### src/rtl/dfw_pkg.sv
// ---------------------------------------------------------------------------
// dfw_pkg
// Shared types, constants and the control store of the depth-first walker.
// ---------------------------------------------------------------------------
package dfw_pkg;

  localparam int NODE_CNT = 64;
  localparam int NODE_W   = $clog2(NODE_CNT);
  localparam int CAND_W   = NODE_W + 1;
  localparam int STEP_W   = 5;

  typedef logic [STEP_W-1:0] step_t;

  // request codes
  localparam logic [1:0] REQ_ADD_NODE = 2'd0;
  localparam logic [1:0] REQ_ADD_EDGE = 2'd1;
  localparam logic [1:0] REQ_WALK     = 2'd2;
  localparam logic [1:0] REQ_CLEAR    = 2'd3;

  // control store addresses
  localparam step_t S_IDLE    = step_t'(0);
  localparam step_t S_DISP_N  = step_t'(1);
  localparam step_t S_DISP_E  = step_t'(2);
  localparam step_t S_DISP_C  = step_t'(3);
  localparam step_t S_WALK    = step_t'(4);
  localparam step_t S_VISIT   = step_t'(5);
  localparam step_t S_LOAD    = step_t'(6);
  localparam step_t S_SCAN    = step_t'(7);
  localparam step_t S_TEST    = step_t'(8);
  localparam step_t S_POP     = step_t'(9);
  localparam step_t S_POPLD   = step_t'(10);
  localparam step_t S_PUSH    = step_t'(11);
  localparam step_t S_FINISH  = step_t'(12);
  localparam step_t S_MISS    = step_t'(13);
  localparam step_t S_ADDN    = step_t'(14);
  localparam step_t S_EDGE_RD = step_t'(15);
  localparam step_t S_EDGE_WR = step_t'(16);
  localparam step_t S_CLR     = step_t'(17);

  typedef enum logic [3:0] {
    OP_NOP,
    OP_WALK_INIT,
    OP_VISIT_START,
    OP_LOAD_ROW,
    OP_SCAN,
    OP_POP,
    OP_POP_LOAD,
    OP_PUSH,
    OP_EMIT_LAST,
    OP_EMIT_MISS,
    OP_SET_PRESENT,
    OP_EDGE_READ,
    OP_EDGE_WRITE,
    OP_CLEAR
  } dfw_op_t;

  typedef enum logic [3:0] {
    C_NEXT,
    C_ALWAYS,
    C_NOT_START,
    C_REQ_NODE,
    C_REQ_EDGE,
    C_REQ_CLEAR,
    C_START_BAD,
    C_SCAN_MORE,
    C_HIT,
    C_LAST_FRAME
  } dfw_cond_t;

  typedef struct packed {
    dfw_op_t   op;
    dfw_cond_t cond;
    step_t     target;
  } dfw_ctrl_t;

  typedef struct packed {
    logic req_node;
    logic req_edge;
    logic req_clear;
    logic start_bad;
    logic scan_more;
    logic hit;
    logic last_frame;
  } dfw_flags_t;

  typedef struct packed {
    logic [1:0]        req_type;
    logic [NODE_W-1:0] node_id;
    logic [NODE_W-1:0] neighbor_id;
  } dfw_in_t;

  typedef struct packed {
    logic [NODE_W-1:0] visited_node;
    logic              is_last;
    logic              start_missing;
  } dfw_out_t;

  typedef struct packed {
    logic [NODE_W-1:0] node;
    logic [CAND_W-1:0] next;
  } dfw_frame_t;

  // control store: op, jump condition, jump target
  function automatic dfw_ctrl_t ucode_rom(input step_t step);
    dfw_ctrl_t cw;
    cw = '{op: OP_NOP, cond: C_ALWAYS, target: S_IDLE};
    unique case (step)
      S_IDLE:    cw = '{op: OP_NOP,         cond: C_NOT_START,  target: S_IDLE};
      S_DISP_N:  cw = '{op: OP_NOP,         cond: C_REQ_NODE,   target: S_ADDN};
      S_DISP_E:  cw = '{op: OP_NOP,         cond: C_REQ_EDGE,   target: S_EDGE_RD};
      S_DISP_C:  cw = '{op: OP_NOP,         cond: C_REQ_CLEAR,  target: S_CLR};
      S_WALK:    cw = '{op: OP_WALK_INIT,   cond: C_START_BAD,  target: S_MISS};
      S_VISIT:   cw = '{op: OP_VISIT_START, cond: C_NEXT,       target: S_IDLE};
      S_LOAD:    cw = '{op: OP_LOAD_ROW,    cond: C_NEXT,       target: S_IDLE};
      S_SCAN:    cw = '{op: OP_SCAN,        cond: C_SCAN_MORE,  target: S_SCAN};
      S_TEST:    cw = '{op: OP_NOP,         cond: C_HIT,        target: S_PUSH};
      S_POP:     cw = '{op: OP_POP,         cond: C_LAST_FRAME, target: S_FINISH};
      S_POPLD:   cw = '{op: OP_POP_LOAD,    cond: C_ALWAYS,     target: S_LOAD};
      S_PUSH:    cw = '{op: OP_PUSH,        cond: C_ALWAYS,     target: S_LOAD};
      S_FINISH:  cw = '{op: OP_EMIT_LAST,   cond: C_ALWAYS,     target: S_IDLE};
      S_MISS:    cw = '{op: OP_EMIT_MISS,   cond: C_ALWAYS,     target: S_IDLE};
      S_ADDN:    cw = '{op: OP_SET_PRESENT, cond: C_ALWAYS,     target: S_IDLE};
      S_EDGE_RD: cw = '{op: OP_EDGE_READ,   cond: C_NEXT,       target: S_IDLE};
      S_EDGE_WR: cw = '{op: OP_EDGE_WRITE,  cond: C_ALWAYS,     target: S_IDLE};
      S_CLR:     cw = '{op: OP_CLEAR,       cond: C_ALWAYS,     target: S_IDLE};
      default:   cw = '{op: OP_NOP,         cond: C_ALWAYS,     target: S_IDLE};
    endcase
    return cw;
  endfunction

endpackage

### src/rtl/dfw_useq.sv
// ---------------------------------------------------------------------------
// dfw_useq
// Step counter and control store; picks the next step from the jump flags.
// ---------------------------------------------------------------------------
module dfw_useq
  import dfw_pkg::*;
(
  input  logic       clk,
  input  logic       rst_n,
  input  logic       start,
  input  dfw_flags_t flags,
  output dfw_ctrl_t  ctrl,
  output logic       busy
);

  step_t step_r;
  step_t step_nxt;
  logic  take;

  assign ctrl = ucode_rom(step_r);
  assign busy = (step_r != S_IDLE);

  always_comb begin
    unique case (ctrl.cond)
      C_NEXT:       take = 1'b0;
      C_ALWAYS:     take = 1'b1;
      C_NOT_START:  take = !start;
      C_REQ_NODE:   take = flags.req_node;
      C_REQ_EDGE:   take = flags.req_edge;
      C_REQ_CLEAR:  take = flags.req_clear;
      C_START_BAD:  take = flags.start_bad;
      C_SCAN_MORE:  take = flags.scan_more;
      C_HIT:        take = flags.hit;
      C_LAST_FRAME: take = flags.last_frame;
      default:      take = 1'b0;
    endcase
    step_nxt = take ? ctrl.target : step_r + step_t'(1);
  end

  always_ff @(posedge clk) begin
    if (!rst_n) begin
      step_r <= S_IDLE;
    end else begin
      step_r <= step_nxt;
    end
  end

endmodule

### config.mk
export PLATFORM = sky130hd
export DESIGN_NAME = dfw_useq
export DESIGN_NICKNAME = d
export VERILOG_FILES = /design/src/rtl/dfw_pkg.sv /design/src/rtl/dfw_useq.sv
export SDC_FILE = /design/constraint.sdc
export NUM_CORES = 1
export LEC_CHECK = 0
export ABC_AREA = 1
export BUFFER_PORTS_ARGS = -buffer_cell sky130_fd_sc_hd__buf_4
export CORE_MARGIN = 2
export CORE_UTILIZATION = 55
export DETAILED_ROUTE_END_ITERATION = 12
export PLACE_DENSITY = 0.83
export SETUP_SLACK_MARGIN = 0.02
export SYNTH_ARGS = -nofsm -noshare
export SYNTH_HDL_FRONTEND = slang
export SYNTH_SLANG_ARGS = --single-unit
### constraint.sdc
create_clock -name clk -period 5.3 [get_ports clk]
set_input_delay 0 -clock clk [delete_from_list [all_inputs] [get_ports clk]]
set_output_delay 0 -clock clk [all_outputs]
set_load 0.1 [all_outputs]
==> run_results.csv, run 1 <==
group,metric,value,unit
detailed_routing,drt_iter0_markers,27,
die,std_cell_rows,16,
synth,syn_avg_cell_area,7.42,um2
synth,yosysMostFrequentCell,"nand2_1",
finish,seq_area,360,um2
worst_setup_path,cp-end-kind,"flip-flop",
synth,ys_seq_area_share,33.0,%
sta,worst_slew_pin_slew,0.339,ns
die,core-area,0.00192,mm2
global_routing,grt_pass1_vias,957,
die,die_x,48.5,um
detailed_routing,ant_nets,0,
finish,utilization,68.8,%
synth,synth_common_cells,"33 x nand2_1, 24 x inv_1, 18 x dfxtp_1",
sta,finalCriticalPeriod,2.26,ns
synth,netlist_area,0.00109,mm2
finish,fillers,156,
die,die_h,48.5,um
sta,finalMaxSlewViolations,0,
sta,grt_setup_unrepaired,"no",
detailed_routing,viasPerCell,5.13,
clocking,clk_pin_slew,0.10,ns
global_routing,grt_max_degree,14,
die,die-area,0.00236,mm2
detailed_routing,routed_wl,2360,um
job,drv_cap,0,
sta,final-hold-violation-count,0,
synth,yosys_warnings,0,
worst_setup_path,cp_max_fo,8,
clocking,cts_tree,"built",
min_path,min_path_type,"primary input to flip-flop",
finish,area_delta_synth_final,21.2,%
detailed_routing,vias,1026,
placement,portBuffers,23,
detailed_routing,wl_per_cell,11.8,um
placement,dp_hpwl,1860,um
detailed_routing,drc,0,
sta,hold-worst-slack,0.107,ns
sta,max_slew_margin,77.4,%
clocking,cts-buffers-inserted,3,
synth,synth_nets,165,
synth,netlist_top_cells_area,"dfxtp_1 33%, nand2_1 11%, ha_1 9.2%",
synth,yosys.area.top_type,"dfxtp_1",
sta,setup_viol_count_final,0,
clocking,cts.sinks,18,
synth,synth_edf_count,0,
detailed_routing,dr.pass1.iters,4,
global_routing,track_usage,21.3,%
outcome,outcome,"finished clean",
worst_setup_path,crit_path_start_kind,"flip-flop",
placement,place.gp.congestion,0.936,
sta,final.setup.tns,0,ns
clocking,htreeDepth,1,
clocking,clock_latency,0.30,ns
worst_setup_path,cp.arrival,2.46,ns
global_routing,grt-ovfl-total,0,
synth,yosysTopAreaCellShare,33.0,%
die,io_pins,24,
sta,min_period_over_period,42.7,%
global_routing,antenna_found_initial,0,
finish,nets,192,
sta,setup_slack,3.04,ns
finish,antenna_cells,0,
clocking,ctsHoldBuffers,0,
synth,synth_ff_type,"dfxtp_1",
clocking,clk_path_buf_depth,2,
synth,synth_cell_type_count,24,
finish,final_layout_size_suffix_gt1_share,28.9,%
clocking,post_cts_resized,0,
clocking,cts_root_buf,"clkbuf_4",
finish,multiInputGateArea,609,um2
die,start_util,56.8,%
worst_setup_path,required,5.50,ns
global_routing,grt_pass1_wl,4000,um
synth,netlist_instances,147,
synth,async_flop_share,0,%
clocking,postCtsSetupBuffers,0,
sta,fmax,0.442,GHz
synth,ys_seq_elements,18,
sta,clock_skew,0.00214,ns
placement,pre_cts_ws,3.08,ns
worst_setup_path,crit_type,"flip-flop to flip-flop",
cells in the final DEF (no fill, tap or decap):
cell type and n:
a21oi_1 2, a21oi_4 1, buf_4 23, clkbuf_4 3
clkbuf_8 1, clkinv_4 1, dfxtp_1 18, ha_1 8
inv_1 24, inv_2 3, nand2_1 33, nand2_2 7
nand2_4 3, nand3_1 10, nand3_2 3, nand3_4 1
nand3b_1 4, nand4_1 5, nor2_1 12, nor2_2 3
nor2_4 1, nor3_1 1, o21ai_1 2, or2_1 1
xnor2_1 1, xor2_1 2
critical path, stage by stage (launching register included):
cell	delay [ns]
dfxtp_1	0.44
nor2_1	0.07
nand2_1	0.09
nand2_2	0.07
a21oi_4	0.22
a21oi_1	0.17
nor2_4	0.24
inv_1	0.10
ha_1	0.31
inv_1	0.06
nor2_1	0.19
nor2_2	0.07
nand2_1	0.07
nand2_1	0.06
through the flow:
stage | instances | cell area [um2]
floorplan | 147 | 1090
global placement | 196 | 1290
detailed placement | 196 | 1290
CTS | 200 | 1320
global route | 200 | 1320
finish | 200 | 1320
state kept, by name (all words and copies together), names as in the netlist:
name	cells
step_r	5
ctrl	13
kinds of logic (layout without fill, tap and decap cells):
logic type / count (synthesis) / in the layout / synth area share [%]
AO/OA/AOI/OAI: 5 / 5 / 3.33
XOR/XNOR: 3 / 3 / 2.41
AND/OR/NAND/NOR: 84 / 84 / 40.9
flip-flops: 18 / 18 / 33.0
adder cells (fa/ha/maj): 8 / 8 / 9.17
buffers and inverters: 29 / 55 / 11.1
area by class of cell:
cell class | instances | share of cell area (%)
multi-input combinational | 100 | 46.1
sequential | 18 | 27.2
timing repair buffer | 23 | 13.1
inverter | 28 | 8.33
clock buffer | 4 | 2.74
tap | 27 | 2.55
routing by layer:
layer  GRT usage (%)  vias up  share of wire [%]
met5               0        -                  0
met4            11.4        0                2.1
met3            2.16        6                7.0
met2            38.7       50                 51
met1            24.6      459                 40
li1                -      511                  -
worst paths after layout:
kind | from | end | slack [ns] | cells after the start
setup / recovery | ctrl[6]$_SDFF_PP0_ | ctrl[0]$_SDFF_PP0_ | 3.04 | 13
setup reg to reg | ctrl[6]$_SDFF_PP0_ | ctrl[0]$_SDFF_PP0_ | 3.04 | 13
hold reg to reg | ctrl[0]$_SDFF_PP0_ | step_r[0]$_SDFF_PN0_ | 0.70 | 4
hold / removal | rst_n | step_r[0]$_SDFF_PN0_ | 0.11 | 3
Power of run 1 is not shown: default switching activity piles up to over one toggle a cycle in this logic, so the estimate is an artifact.
==> run 2: changes to the inputs <==
--- a/config.mk
+++ b/config.mk
@@ -8,9 +8,9 @@
 export ABC_AREA = 1
 export BUFFER_PORTS_ARGS = -buffer_cell sky130_fd_sc_hd__buf_4
 export CORE_MARGIN = 2
-export CORE_UTILIZATION = 55
+export CORE_UTILIZATION = 53
 export DETAILED_ROUTE_END_ITERATION = 12
-export PLACE_DENSITY = 0.83
+export PLACE_DENSITY = 0.8
 export SETUP_SLACK_MARGIN = 0.02
 export SYNTH_ARGS = -nofsm -noshare
 export SYNTH_HDL_FRONTEND = slang
==> constraint.sdc (replaced) <==
create_clock -name clk -period 2.1 [get_ports clk]
set_input_delay 0 -clock clk [delete_from_list [all_inputs] [get_ports clk]]
set_output_delay 0 -clock clk [all_outputs]
set_load 0.1 [all_outputs]
==> run_results.csv, run 2 (synthesized netlist as in run 1, its figures left out) <==
group,metric,value,unit
outcome,outcome,"finished clean",
placement,placed_cell_area,0.00135,mm2
die,std_cell_rows,16,
global_routing,grt_pass1_vias,956,
sta,min_period_over_period,94.9,%
global_routing,antenna_found_initial,0,
worst_setup_path,cp.arrival,2.23,ns
finish,stdcell_area,0.00142,mm2
detailed_routing,vias,1010,
die,io_pins,24,
worst_setup_path,cp_max_fo,7,
worst_setup_path,crit_path_start_kind,"flip-flop",
global_routing,track_usage,21.8,%
detailed_routing,drc,0,
finish,nets,196,
clocking,cts_tree,"built",
clocking,cts.sinks,18,
detailed_routing,routed_wl,2530,um
die,die-area,0.00244,mm2
finish,finalNonFillerCells,204,
finish,final_layout_size_suffix_gt1_share,37.3,%
sta,final.setup.tns,0,ns
worst_setup_path,crit_path_start,"ctrl[6]$_SDFF_PP0_",
worst_setup_path,cp-end-kind,"flip-flop",
worst_setup_path,required,2.34,ns
clocking,clk_path_buf_depth,2,
sta,grt_setup_unrepaired,"no",
finish,mostFrequentLayoutCell,"nand2_1",
finish,fillers,152,
worst_setup_path,crit_end,"ctrl[5]$_SDFF_PP1_",
job,drv_cap,0,
placement,dp_hpwl,1950,um
clocking,cts-buffers-inserted,3,
detailed_routing,ant_nets,0,
clocking,clk_pin_slew,0.10,ns
sta,setup_viol_count_final,0,
sta,fmax,0.502,GHz
detailed_routing,drt_iter0_markers,19,
worst_setup_path,worstReg2RegEnd,"ctrl[5]$_SDFF_PP1_",
worst_setup_path,reg2reg_depth,14,
clocking,cts_root_buf,"clkbuf_4",
clocking,ctsHoldBuffers,0,
clocking,clock_latency,0.30,ns
global_routing,grt-ovfl-total,0,
die,die_h,49.4,um
sta,clock_skew,0.00436,ns
global_routing,grt_pass1_wl,4010,um
placement,place.gp.congestion,0.895,
finish,seq_area,377,um2
die,core-area,0.00194,mm2
finish,multiInputGateArea,659,um2
sta,finalCriticalPeriod,1.99,ns
finish,largest_register_ffs,13,
placement,dp.cells,198,
sta,max_slew_margin,80.9,%
die,start_util,56.2,%
detailed_routing,wl_per_cell,12.4,um
clocking,htreeDepth,1,
sta,worst_slew_pin_slew,0.287,ns
sta,final-hold-violation-count,0,
min_path,min_path_type,"primary input to flip-flop",
worst_setup_path,reg2reg_from,"ctrl[6]$_SDFF_PP0_",
placement,portBuffers,23,
detailed_routing,viasPerCell,4.95,
finish,area_delta_synth_final,29.7,%
worst_setup_path,reg2reg_setup_slack,0.11,ns
die,die_x,49.4,um
detailed_routing,dr.pass1.iters,5,
global_routing,grt_max_degree,14,
finish,antenna_cells,0,
worst_setup_path,crit_type,"flip-flop to flip-flop",
finish,layout_common_cells,"32 x nand2_1, 26 x buf_4, 23 x inv_1",
sta,finalMaxSlewViolations,0,
-- run 2: worst min-delay path by stage --
stage,start,endpoint,slack (ns),cells past startpoint
final,rst_n,step_r[0]$_SDFF_PN0_,0.04,3
after global routing,rst_n,step_r[0]$_SDFF_PN0_,0.04,3
after CTS,rst_n,step_r[0]$_SDFF_PN0_,0.08,3
after detailed placement,rst_n,step_r[0]$_SDFF_PN0_,0.40,3
after global placement,rst_n,step_r[0]$_SDFF_PN0_,0.39,3
after floorplan,rst_n,step_r[0]$_SDFF_PN0_,0.20,2
-- run 2: final cells by class --
class,count,share of cell area [%]
timing repair buffer,27,14.6
sequential,18,26.6
multi-input combinational,100,46.6
tap,27,2.39
inverter,28,7.96
clock inverter,1,0.265
clock buffer,3,1.59
-- run 2: per-layer routing --
metal	vias up	routed length, um	GRT usage [%]
li1	513	-	-
met1	467	1080	24.7
met2	25	1310	39.6
met3	5	91	2.76
met4	0	52	11.1
met5	-	0	0
-- run 2: critical path, cell delays in order, from the launching register on --
cell and delay [ns]:
dfxtp_4 0.38, or2_1 0.21, nand2_1 0.07, nand2_1 0.06
nand2_2 0.08, nand2_4 0.09, a21oi_4 0.19, nor2_4 0.06
buf_4 0.16, ha_1 0.21, inv_1 0.06, nand4_1 0.12
nand2_1 0.10, nand2_1 0.05, nand3_1 0.06
-- run 2: what timing repair did --
| action | in CTS | in global routing |
|---|---|---|
| hold endpoints to repair | 0 | 0 |
| buffers inserted | 0 | 2 |
| endpoints found under the setup margin | 0 | 7 |
| gates resized for setup | 0 | 6 |
-- run 2: metrics by stage --
step                setup slack, ns  util [%]  hold WS, ns
floorplan                    0.0209         -        0.195
global placement              0.162      69.4        0.389
detailed placement           0.0846      69.4        0.400
CTS                          0.0620      70.7       0.0750
global route                0.00290      72.9       0.0441
finish                        0.107      72.9       0.0429
Power of run 2 is left out for the same reason.
